`src/mexp_pkg.sv`:
```
// ----------------------------------------------------------------------------
// mexp_pkg: shared types and constants of the modular exponentiation unit
// State encodings, register indexes and register reset values.
// ----------------------------------------------------------------------------
package mexp_pkg;

  localparam int unsigned CFG_IDX_W = 2;

  localparam logic [CFG_IDX_W-1:0] REG_EXPONENT = 2'd0;
  localparam logic [CFG_IDX_W-1:0] REG_MODULUS  = 2'd1;

  localparam logic [31:0] EXPONENT_RESET = 32'd7;
  localparam logic [31:0] MODULUS_RESET  = 32'd3233;

  typedef enum logic [2:0] {
    TOP_IDLE,
    TOP_RED,
    TOP_NEXT,
    TOP_MULT,
    TOP_SQR,
    TOP_DONE
  } top_state_e;

  typedef enum logic [1:0] {
    MUL_IDLE,
    MUL_DBL,
    MUL_ADD
  } mul_state_e;

endpackage

```
`src/mexp_mulmod.sv`:
```
// ----------------------------------------------------------------------------
// mexp_mulmod: bit-serial modular multiplier
// Forms a * b mod m by scanning b from its top bit: double the partial
// result, then add a when the bit is set, reducing after every addition.
// ----------------------------------------------------------------------------
module mexp_mulmod #(
  parameter int unsigned OPERAND_WIDTH = 32
) (
  input  logic                     clk_i,
  input  logic                     rst_ni,
  input  logic                     start_i,
  input  logic [OPERAND_WIDTH-1:0] a_i,
  input  logic [OPERAND_WIDTH-1:0] b_i,
  input  logic [OPERAND_WIDTH-1:0] m_i,
  output logic                     done_o,
  output logic [OPERAND_WIDTH-1:0] res_o
);

  localparam int unsigned CntW = $clog2(OPERAND_WIDTH + 1);

  mexp_pkg::mul_state_e state_q, state_d;
  logic                     done_q, done_d;
  logic [OPERAND_WIDTH-1:0] acc_q, acc_d;
  logic [OPERAND_WIDTH-1:0] a_q, a_d;
  logic [OPERAND_WIDTH-1:0] b_q, b_d;
  logic [OPERAND_WIDTH-1:0] m_q, m_d;
  logic [CntW-1:0]          cnt_q, cnt_d;

  logic [OPERAND_WIDTH-1:0] operand;
  logic [OPERAND_WIDTH:0]   sum;
  logic [OPERAND_WIDTH+1:0] diff;
  logic [OPERAND_WIDTH-1:0] step_res;
  logic                     bit_end;

  assign operand  = (state_q == mexp_pkg::MUL_DBL) ? acc_q : a_q;
  assign sum      = {1'b0, acc_q} + {1'b0, operand};
  assign diff     = {1'b0, sum} - {2'b00, m_q};
  assign step_res = diff[OPERAND_WIDTH+1] ? sum[OPERAND_WIDTH-1:0]
                                          : diff[OPERAND_WIDTH-1:0];

  always_comb begin
    state_d = state_q;
    done_d  = 1'b0;
    acc_d   = acc_q;
    a_d     = a_q;
    b_d     = b_q;
    m_d     = m_q;
    cnt_d   = cnt_q;
    bit_end = 1'b0;
    case (state_q)
      mexp_pkg::MUL_IDLE: begin
        if (start_i) begin
          a_d     = a_i;
          b_d     = b_i;
          m_d     = m_i;
          acc_d   = '0;
          cnt_d   = CntW'(OPERAND_WIDTH);
          state_d = mexp_pkg::MUL_DBL;
        end
      end
      mexp_pkg::MUL_DBL: begin
        acc_d = step_res;
        if (b_q[OPERAND_WIDTH-1]) begin
          state_d = mexp_pkg::MUL_ADD;
        end else begin
          bit_end = 1'b1;
        end
      end
      mexp_pkg::MUL_ADD: begin
        acc_d   = step_res;
        bit_end = 1'b1;
        state_d = mexp_pkg::MUL_DBL;
      end
      default: state_d = mexp_pkg::MUL_IDLE;
    endcase
    if (bit_end) begin
      b_d   = {b_q[OPERAND_WIDTH-2:0], 1'b0};
      cnt_d = cnt_q - CntW'(1);
      if (cnt_q == CntW'(1)) begin
        state_d = mexp_pkg::MUL_IDLE;
        done_d  = 1'b1;
      end
    end
  end

  always_ff @(posedge clk_i or negedge rst_ni) begin
    if (!rst_ni) begin
      state_q <= mexp_pkg::MUL_IDLE;
      done_q  <= 1'b0;
    end else begin
      state_q <= state_d;
      done_q  <= done_d;
    end
  end

  always_ff @(posedge clk_i) begin
    acc_q <= acc_d;
    a_q   <= a_d;
    b_q   <= b_d;
    m_q   <= m_d;
    cnt_q <= cnt_d;
  end

  assign done_o = done_q;
  assign res_o  = acc_q;

`ifndef ASSERT_OFF
  a_acc_reduced: assert property (@(posedge clk_i) disable iff (!rst_ni)
    (state_q != mexp_pkg::MUL_IDLE) |-> (acc_q < m_q))
    else $error("partial product not below modulus");

  a_done_idle: assert property (@(posedge clk_i) disable iff (!rst_ni)
    done_q |-> (state_q == mexp_pkg::MUL_IDLE))
    else $error("multiplier done while still working");

  a_done_from_work: assert property (@(posedge clk_i) disable iff (!rst_ni)
    $rose(done_q) |-> ($past(state_q) != mexp_pkg::MUL_IDLE))
    else $error("multiplier done without a multiplication");
`endif

endmodule

```
`src/modular_exponentiation_unit.sv`:
```
// ----------------------------------------------------------------------------
// modular_exponentiation_unit: base ^ exponent mod modulus
// Right-to-left square and multiply over one bit-serial modular multiplier.
// ----------------------------------------------------------------------------
// Write the exponent (index 0) and modulus (index 1) through cfg_we_i,
// cfg_idx_i and cfg_data_i while no request is in flight; other indexes
// are ignored. Reset loads exponent 7 and modulus 3233 and empties the unit.
// A request on base_value_i is taken when in_valid_i and in_ready_o are
// high; one result comes out on power_result_o under out_valid_o and
// out_ready_i. One request is worked on at a time.
// Each modular multiplication runs one doubling step per multiplier bit
// and one addition step per set bit in the shared multiplier. A request
// runs one reduction of the base, then per exponent bit up to its highest
// set bit one squaring and, for a set bit, one multiplication. Exponent
// zero or modulus zero skip the multiplier.
// A finished result waits in the output register while the receiver
// stalls; the next request is taken meanwhile and holds at its end until
// the output register is free.
// ----------------------------------------------------------------------------
module modular_exponentiation_unit #(
  parameter int unsigned OPERAND_WIDTH = 32
) (
  input  logic                               clk_i,
  input  logic                               rst_ni,
  input  logic                               cfg_we_i,
  input  logic [mexp_pkg::CFG_IDX_W-1:0]     cfg_idx_i,
  input  logic [OPERAND_WIDTH-1:0]           cfg_data_i,
  input  logic                               in_valid_i,
  output logic                               in_ready_o,
  input  logic [OPERAND_WIDTH-1:0]           base_value_i,
  output logic                               out_valid_o,
  input  logic                               out_ready_i,
  output logic [OPERAND_WIDTH-1:0]           power_result_o
);

  localparam logic [OPERAND_WIDTH-1:0] One = OPERAND_WIDTH'(1);

  mexp_pkg::top_state_e state_q, state_d;
  logic [OPERAND_WIDTH-1:0] exp_q, exp_d;
  logic [OPERAND_WIDTH-1:0] mod_q, mod_d;
  logic [OPERAND_WIDTH-1:0] e_q, e_d;
  logic [OPERAND_WIDTH-1:0] m_q, m_d;
  logic [OPERAND_WIDTH-1:0] base_q, base_d;
  logic [OPERAND_WIDTH-1:0] acc_q, acc_d;
  logic                     out_valid_q, out_valid_d;
  logic [OPERAND_WIDTH-1:0] result_q, result_d;

  logic                     in_accept;
  logic [OPERAND_WIDTH-1:0] one_mod;
  logic                     mul_start;
  logic [OPERAND_WIDTH-1:0] mul_a, mul_b, mul_m;
  logic                     mul_done;
  logic [OPERAND_WIDTH-1:0] mul_res;

  assign in_ready_o = (state_q == mexp_pkg::TOP_IDLE);
  assign in_accept  = in_valid_i && in_ready_o;
  assign one_mod    = (mod_q == One) ? '0 : One;

  always_comb begin
    exp_d = exp_q;
    mod_d = mod_q;
    if (cfg_we_i) begin
      case (cfg_idx_i)
        mexp_pkg::REG_EXPONENT: exp_d = cfg_data_i;
        mexp_pkg::REG_MODULUS:  mod_d = cfg_data_i;
        default: ;
      endcase
    end
  end

  always_comb begin
    state_d     = state_q;
    e_d         = e_q;
    m_d         = m_q;
    base_d      = base_q;
    acc_d       = acc_q;
    out_valid_d = out_valid_q && !out_ready_i;
    result_d    = result_q;
    mul_start   = 1'b0;
    mul_a       = base_q;
    mul_b       = base_q;
    mul_m       = m_q;
    case (state_q)
      mexp_pkg::TOP_IDLE: begin
        if (in_accept) begin
          e_d = exp_q;
          m_d = mod_q;
          if (exp_q == '0) begin
            acc_d   = One;
            state_d = mexp_pkg::TOP_DONE;
          end else if (mod_q == '0) begin
            acc_d   = '0;
            state_d = mexp_pkg::TOP_DONE;
          end else begin
            acc_d     = one_mod;
            mul_start = 1'b1;
            mul_a     = one_mod;
            mul_b     = base_value_i;
            mul_m     = mod_q;
            state_d   = mexp_pkg::TOP_RED;
          end
        end
      end
      mexp_pkg::TOP_RED: begin
        if (mul_done) begin
          base_d  = mul_res;
          state_d = mexp_pkg::TOP_NEXT;
        end
      end
      mexp_pkg::TOP_NEXT: begin
        mul_start = 1'b1;
        if (e_q[0]) begin
          mul_a   = acc_q;
          state_d = mexp_pkg::TOP_MULT;
        end else begin
          state_d = mexp_pkg::TOP_SQR;
        end
      end
      mexp_pkg::TOP_MULT: begin
        if (mul_done) begin
          acc_d     = mul_res;
          mul_start = 1'b1;
          state_d   = mexp_pkg::TOP_SQR;
        end
      end
      mexp_pkg::TOP_SQR: begin
        if (mul_done) begin
          base_d = mul_res;
          e_d    = {1'b0, e_q[OPERAND_WIDTH-1:1]};
          if (e_q[OPERAND_WIDTH-1:1] == '0) begin
            state_d = mexp_pkg::TOP_DONE;
          end else begin
            state_d = mexp_pkg::TOP_NEXT;
          end
        end
      end
      mexp_pkg::TOP_DONE: begin
        if (!out_valid_q || out_ready_i) begin
          out_valid_d = 1'b1;
          result_d    = acc_q;
          state_d     = mexp_pkg::TOP_IDLE;
        end
      end
      default: state_d = mexp_pkg::TOP_IDLE;
    endcase
  end

  always_ff @(posedge clk_i or negedge rst_ni) begin
    if (!rst_ni) begin
      state_q     <= mexp_pkg::TOP_IDLE;
      out_valid_q <= 1'b0;
      exp_q       <= OPERAND_WIDTH'(mexp_pkg::EXPONENT_RESET);
      mod_q       <= OPERAND_WIDTH'(mexp_pkg::MODULUS_RESET);
    end else begin
      state_q     <= state_d;
      out_valid_q <= out_valid_d;
      exp_q       <= exp_d;
      mod_q       <= mod_d;
    end
  end

  always_ff @(posedge clk_i) begin
    e_q      <= e_d;
    m_q      <= m_d;
    base_q   <= base_d;
    acc_q    <= acc_d;
    result_q <= result_d;
  end

  mexp_mulmod #(
    .OPERAND_WIDTH(OPERAND_WIDTH)
  ) u_mulmod (
    .clk_i  (clk_i),
    .rst_ni (rst_ni),
    .start_i(mul_start),
    .a_i    (mul_a),
    .b_i    (mul_b),
    .m_i    (mul_m),
    .done_o (mul_done),
    .res_o  (mul_res)
  );

  assign out_valid_o    = out_valid_q;
  assign power_result_o = result_q;

`ifndef ASSERT_OFF
  a_done_in_mul_state: assert property (@(posedge clk_i) disable iff (!rst_ni)
    mul_done |-> (state_q == mexp_pkg::TOP_RED || state_q == mexp_pkg::TOP_MULT ||
                  state_q == mexp_pkg::TOP_SQR))
    else $error("multiplier result with no multiplication pending");

  a_exp_zero_one: assert property (@(posedge clk_i) disable iff (!rst_ni)
    (in_accept && exp_q == '0) |=> (state_q == mexp_pkg::TOP_DONE && acc_q == One))
    else $error("zero exponent does not give one");

  a_next_has_bits: assert property (@(posedge clk_i) disable iff (!rst_ni)
    (state_q == mexp_pkg::TOP_NEXT) |-> (e_q != '0))
    else $error("exponent step with no bits left");

  a_result_from_done: assert property (@(posedge clk_i) disable iff (!rst_ni)
    $rose(out_valid_q) |-> ($past(state_q) == mexp_pkg::TOP_DONE))
    else $error("result posted outside the final state");
`endif

endmodule
```
`config.mk`:
```
export PLATFORM = sky130hd
export DESIGN_NAME = modular_exponentiation_unit
export DESIGN_NICKNAME = d
export VERILOG_FILES = /design/src/mexp_pkg.sv /design/src/mexp_mulmod.sv /design/src/modular_exponentiation_unit.sv
export SDC_FILE = /design/constraint.sdc
export NUM_CORES = 1
export LEC_CHECK = 0
export BUFFER_PORTS_ARGS = -buffer_cell sky130_fd_sc_hd__clkbuf_2
export CAP_MARGIN = 10
export CORE_MARGIN = 4
export CORE_UTILIZATION = 30
export CTS_BUF_LIST = sky130_fd_sc_hd__clkbuf_4
export CTS_CLUSTER_DIAMETER = 150
export DETAILED_ROUTE_END_ITERATION = 6
export PLACE_DENSITY = 0.55
export SYNTH_ARGS = -nofsm -noshare
export SYNTH_HDL_FRONTEND = slang
export SYNTH_SLANG_ARGS = --single-unit
```
`constraint.sdc`:
```
create_clock -name clk_i -period 10.6 [get_ports clk_i]
set_input_delay 0.53 -clock clk_i [delete_from_list [all_inputs] [get_ports clk_i]]
set_output_delay 0.53 -clock clk_i [all_outputs]
set_load 0.02 [all_outputs]
```
# After elaboration in Yosys (flattened, before gate mapping)
# Index checks and enable logic that the tools add are counted.
# totals
register_bits	365
latch_bits	0
ram_bits	0
rom_bits	0
output_inout_bits	34
wordCells	123
mem_count	0
# classes
add_sub_neg	3
mul	0
div_mod_pow	0
n_lt_le_gt_ge	0
eq_ne	16
n_shift	0
muxes	58
bitwise_logic	0
n_reduce_logical	29
# op_table
op	n
$mux W32	22
$pmux W32 S2	4
$logic_not A32 Y1	2
$sub A33 B32 Y34	1
$add A32 B32 Y33	1
$eq A32 B1 Y1 const B	1
$logic_not A31 Y1	1
$mux W3	9
$mux W6	3
$pmux W3 S6	1
$reduce_and A2 Y1	8
$mux W1	12
$reduce_bool A2 Y1	5
$mux W2	4
$ne A2 B1 Y1 const B	4
$eq A3 B2 Y1 const B	2
$eq A3 B3 Y1 const B	2
$eq A6 B1 Y1 const B	1
$pmux W2 S3	1
$reduce_and A3 Y1	2
$sub A6 B1 Y6 const B	1
$reduce_and A5 Y1	1
$eq A2 B1 Y1 const B	2
$logic_not A2 Y1	2
10 further kinds	14

# Logic depth before layout (Yosys ltp)
# logic_depth
depth_word	9
mapped_depth	28
depth_no_buf	25

# By module
# Synthesis repeated with hierarchy kept, for this count alone.
# unflattened
hier_cells	1527
hier_area_um2	19073.3
# modules_own_cells
module	n_inst	cells_each	area_each_um2	seq_area_each_um2
modular_exponentiation_unit	1	576	9763.1	6516.2
mexp_mulmod	1	951	9310.2	4088.9

# Least setup slack after synthesis
# OpenSTA, ideal clock, no wires.
# synth_timing
path_kind	register -> register
from	register u_mulmod.state_q[1]
to	register u_mulmod.acc_q[24], in the netlist u_mulmod.res_o[24] (data pin)
setup_ns	0.275
arrival_ns	5.341
required_time_ns	10.325
path_slack_ns	4.984
path_stages_with_launch	27
path_cell_list	dfrtp_1 inv_1 ha_1 clkbuf_1 clkbuf_1 mux2_2 ha_1 a21o_1 or3_1 o21ai_2 a31oi_4 a21oi_2 o31ai_1 a31oi_1 xnor2_1 inv_1 ha_1 a21o_1 a211o_1 a31o_1 a41o_1 a221oi_4 o211ai_4 buf_6 buf_6 nand2_1 a21oi_2
# synth_between
elab_chain_len	6
elab_cells_between_ends	9
classes_between	add/sub: 2; eq/ne: 2; mux: 3; reduce/logical: 2
# synth_rtl
item	line_no	rtl
start, declared	mexp_mulmod.sv:21	mexp_pkg::mul_state_e state_q, state_d;
start signal, assigned	mexp_mulmod.sv:88	state_q <= mexp_pkg::MUL_IDLE;
start signal, assigned	mexp_mulmod.sv:91	state_q <= state_d;
$eq A2 B1 Y1	mexp_mulmod.sv:35, mexp_mulmod.sv:50	
$mux W32	mexp_mulmod.sv:35	assign operand = (state_q == mexp_pkg::MUL_DBL) ? acc_q : a_q;
$add A32 B32 Y33	mexp_mulmod.sv:36	assign sum = {1'b0, acc_q} + {1'b0, operand};
$sub A33 B32 Y34	mexp_mulmod.sv:37	assign diff = {1'b0, sum} - {2'b00, m_q};
$mux W32	mexp_mulmod.sv:38	assign step_res = diff[OPERAND_WIDTH+1] ? sum[OPERAND_WIDTH-1:0]
$pmux W32 S2 (*)	mexp_mulmod.sv:50	case (state_q)
end signal, assigned	mexp_mulmod.sv:97	acc_q <= acc_d;
end, declared	mexp_mulmod.sv:23	logic [OPERAND_WIDTH-1:0] acc_q, acc_d;
# Mark *: on every way between the ends. The rest lies on a longest branch, timed or not.
# A chain may end at the register's enable or synchronous reset.

# Final worst setup path
# layout_timing
from	register u_mulmod.state_q[1]
to	register u_mulmod.acc_q[13], in the netlist u_mulmod.res_o[13] (data pin)
# The elaborated chain is that of the path after synthesis.

==> flow_summary.json <==
{
  "hold_class": "input port to flip-flop",
  "design_area_sq_um": 21760,
  "layout.nets": 1803,
  "setup_ws_ps": 4012,
  "grt_max_degree": 72,
  "clock_latency_ps": 830,
  "path_clk_slew_ps": 60,
  "clk_path_buf_depth": 3,
  "cp.required_ps": 11170,
  "path_delay_family": "compound AO/OA/AOI/OAI gates",
  "die-area_sq_um": 66300,
  "ys_seq_elements": 365,
  "tns_ps": 0,
  "met1_length_mm": 21.78,
  "whs_ps": 132.4,
  "syn2layout_area_growth_pct": 16.52,
  "fin_crit_ps": 6588,
  "tightestPinTransition_ps": 1088,
  "drtIter0Drc": 800,
  "worstSetupStartpointType": "flip-flop",
  "cp-end-kind": "flip-flop",
  "viasPerCell": 4.761,
  "die_x_um": 257.5,
  "synth_nets": 1606,
  "cts_buffers": 97,
  "drc": 0,
  "drive_gt1_share_pct": 27.06,
  "drv_slew": 0,
  "hold_viol": 0,
  "pin_count": 105,
  "antenna_found_initial": 2,
  "cp_max_fo": 32,
  "pre_cts_slack_ps": 4013,
  "dr_wl_met3_mm": 2.054,
  "dr.pass1.iters": 7,
  "netlist.top_cell.by_area": "edfxtp_1",
  "path_class": "flip-flop to flip-flop",
  "placed_area_sq_um": 20140,
  "track_usage_pct": 13.42,
  "yosysTopAreaCellShare_pct": 47.12,
  "path_buf_inv": 3,
  "vias": 12260,
  "rsz0062_at_grt": "no",
  "gp_congestion": 0.9103,
  "min_period_over_period_pct": 62.15,
  "yosys-top-cells-area": "edfxtp_1 47%, dfrtp_1 8.4%, mux2_2 7.8%",
  "initial_core_util_pct": 30.26,
  "synth_enable_flop_cells": 293,
  "fin_skew_ps": 61.60,
  "max_cap_viol_count": 0,
  "totalWireLength_mm": 44.49,
  "core_area_sq_um": 61710,
  "synthArstFlopShare_pct": 19.45,
  "grt_overflow_total": 0,
  "dp_hpwl_mm": 32.19,
  "synth.cell_area_sq_um": 18670,
  "cp_slowest_cell": "a2111oi_0",
  "cts_tree": "yes",
  "path_cells": "inv_1, ha_1, buf_4, mux2_2, ha_1, a21oi_1, nand2_1, a2111oi_0, a21oi_1, a31oi_1, nand2b_1, a21oi_1, xnor2_1, ha_1, nand2_1, nor4_2, a31o_1, a41o_1, a221oi_4, o211ai_4, inv_2, and2_1, o21a_1",
  "htree_levels": 3,
  "rows": 91,
  "drtAntennaViolNets": 0,
  "routed.top_layer": "met5",
  "finalSetupViolations": 0,
  "grt_pass1_vias": 12650,
  "fillers": 6209,
  "relSlewSlack_pct": 27.34,
  "cp.arrival_ps": 7150,
  "clock_sinks": 365,
  "max_clock_freq_mhz": 151.8,
  "grt_pass1_wl_mm": 70.86,
  "io_buffers": 104,
  "cts-root-buf": "clkbuf_4",
  "ys_seq_area_share_pct": 56.79,
  "routedWlPerCell_um": 17.28,
  "die_h_um": 257.5,
  "status": "finished clean",
  "met2WireLength_mm": 19.84,
  "synth_ff_type": "edfxtp_1",
  "yosysWarnings": 0,
  "netlist_instances": 1463,
  "cpPeakStageDelay_ps": 460,
  "synth.avg_cell_area_sq_um": 12.76,
  "ys_types": 79
}
registers in the layout (all words and copies together), names as in the netlist:
register          flops
acc_q                32
base_q               32
e_q                  32
exp_q                32
m_q                  32
mod_q                32
power_result_o       32
u_mulmod.a_q         32
u_mulmod.b_q         32
u_mulmod.m_q         32
u_mulmod.res_o       32
u_mulmod.cnt_q        6
state_q               3
u_mulmod.state_q      2
out_valid_o           1
u_mulmod.done_o       1
worst paths after layout:
| path | depth (start not counted) | slack, ps | end | from |
|---|---|---|---|---|
| setup / recovery | 23 | 4010 | u_mulmod.res_o[13] | u_mulmod.state_q[1] |
| hold / removal | 3 | 130 | u_mulmod.b_q[17] | base_value_i[17] |
| setup reg to reg | 23 | 4010 | u_mulmod.res_o[13] | u_mulmod.state_q[1] |
| hold reg to reg | 0 | 430 | power_result_o[13] | acc_q[13] |
| max in group asynchronous | 2 | 9500 | mod_q[4] | rst_ni |
| min in group asynchronous | 2 | 420 | exp_q[24] | rst_ni |
per-stage QoR:
step	instances	util [%]
floorplan	1463	-
global placement	2365	32.63
detailed placement	2365	32.63
CTS	2574	35.25
global route	2575	35.26
finish	2575	35.26
cells by family after synthesis:
family	Yosys count	synth area share, %
DFF	365	56.79
buffers and inverters	124	2.915
muxes	195	11.53
adders and majority gates	72	4.905
AOI/OAI and AO/OA	334	12.69
and+or+nand+nor	317	8.537
xor gates and xnor gates	56	2.627
synthesized netlist by cell type (14+ instances only):
cell and n:
edfxtp_1 293, mux2_2 129, nand2_1 96, a21oi_1 78
ha_1 70, dfrtp_1 63, inv_1 62, nor2_1 60
a21o_1 39, and2_1 36, o31ai_1 35, mux2i_1 34
a22o_1 32, clkbuf_1 32, mux2_1 32, o21ai_0 32
xnor2_1 28, xor2_1 28, nor4_1 25, buf_2 17
nand3_1 16, a31oi_1 14
routing by layer:
layer | up-vias | track usage [%]
li1 | 5994 | -
met1 | 5933 | 18.86
met4 | 2 | 4.145
met5 | - | 0
met3 | 56 | 3.130
met2 | 274 | 20.65
layout by cell type, fill, tap and decap left out, drive strengths merged, types with 7 or more instances in the layout:
cell,n
a31oi,16
and3,12
a211oi,10
nor3,13
nand4,12
clkinv,21
inv,68
clkbuf,255
nand2,108
dfrtp,63
o21bai,7
o21ai,43
buf,19
dlygate4sd3,33
nor2,61
nand3,16
xor2,28
a21oi,90
o31ai,35
edfxtp,293
a22o,32
dfstp,8
mux2i,34
nor4,26
xnor2,28
a21o,39
mux2,161
ha,70
and2,36
nand2b,8
nor2b,8
o21a,11
tightest hold or removal path: cells and delay by family:
family,cells,cell delay (ps)
AO/OA/AOI/OAI,1,170
buffers and inverters,1,80
multiplexers,1,50
final cells by class:
cell class | count | area, sq um | share of cell area (%)
timing repair buffer | 155 | 988.4 | 4.543
clock inverter | 24 | 148.9 | 0.6843
inverter | 67 | 251.5 | 1.156
sequential | 365 | 10610 | 48.74
multi-input combinational | 974 | 7574 | 34.81
tap | 837 | 1047 | 4.813
clock buffer | 152 | 1141 | 5.244
antenna | 1 | 2.502 | 0.01150
repair_timing:
item | CTS | global route
gates resized for setup | 0 | 0
hold buffers | 33 | 0
setup buffers | 0 | 0
endpoints found under the hold margin | 127 | 0
endpoints found under the setup margin | 0 | 0
Power is left out: the tool's default activity adds up to more than one toggle a clock period on the data nets, which glitch-free logic cannot reach.
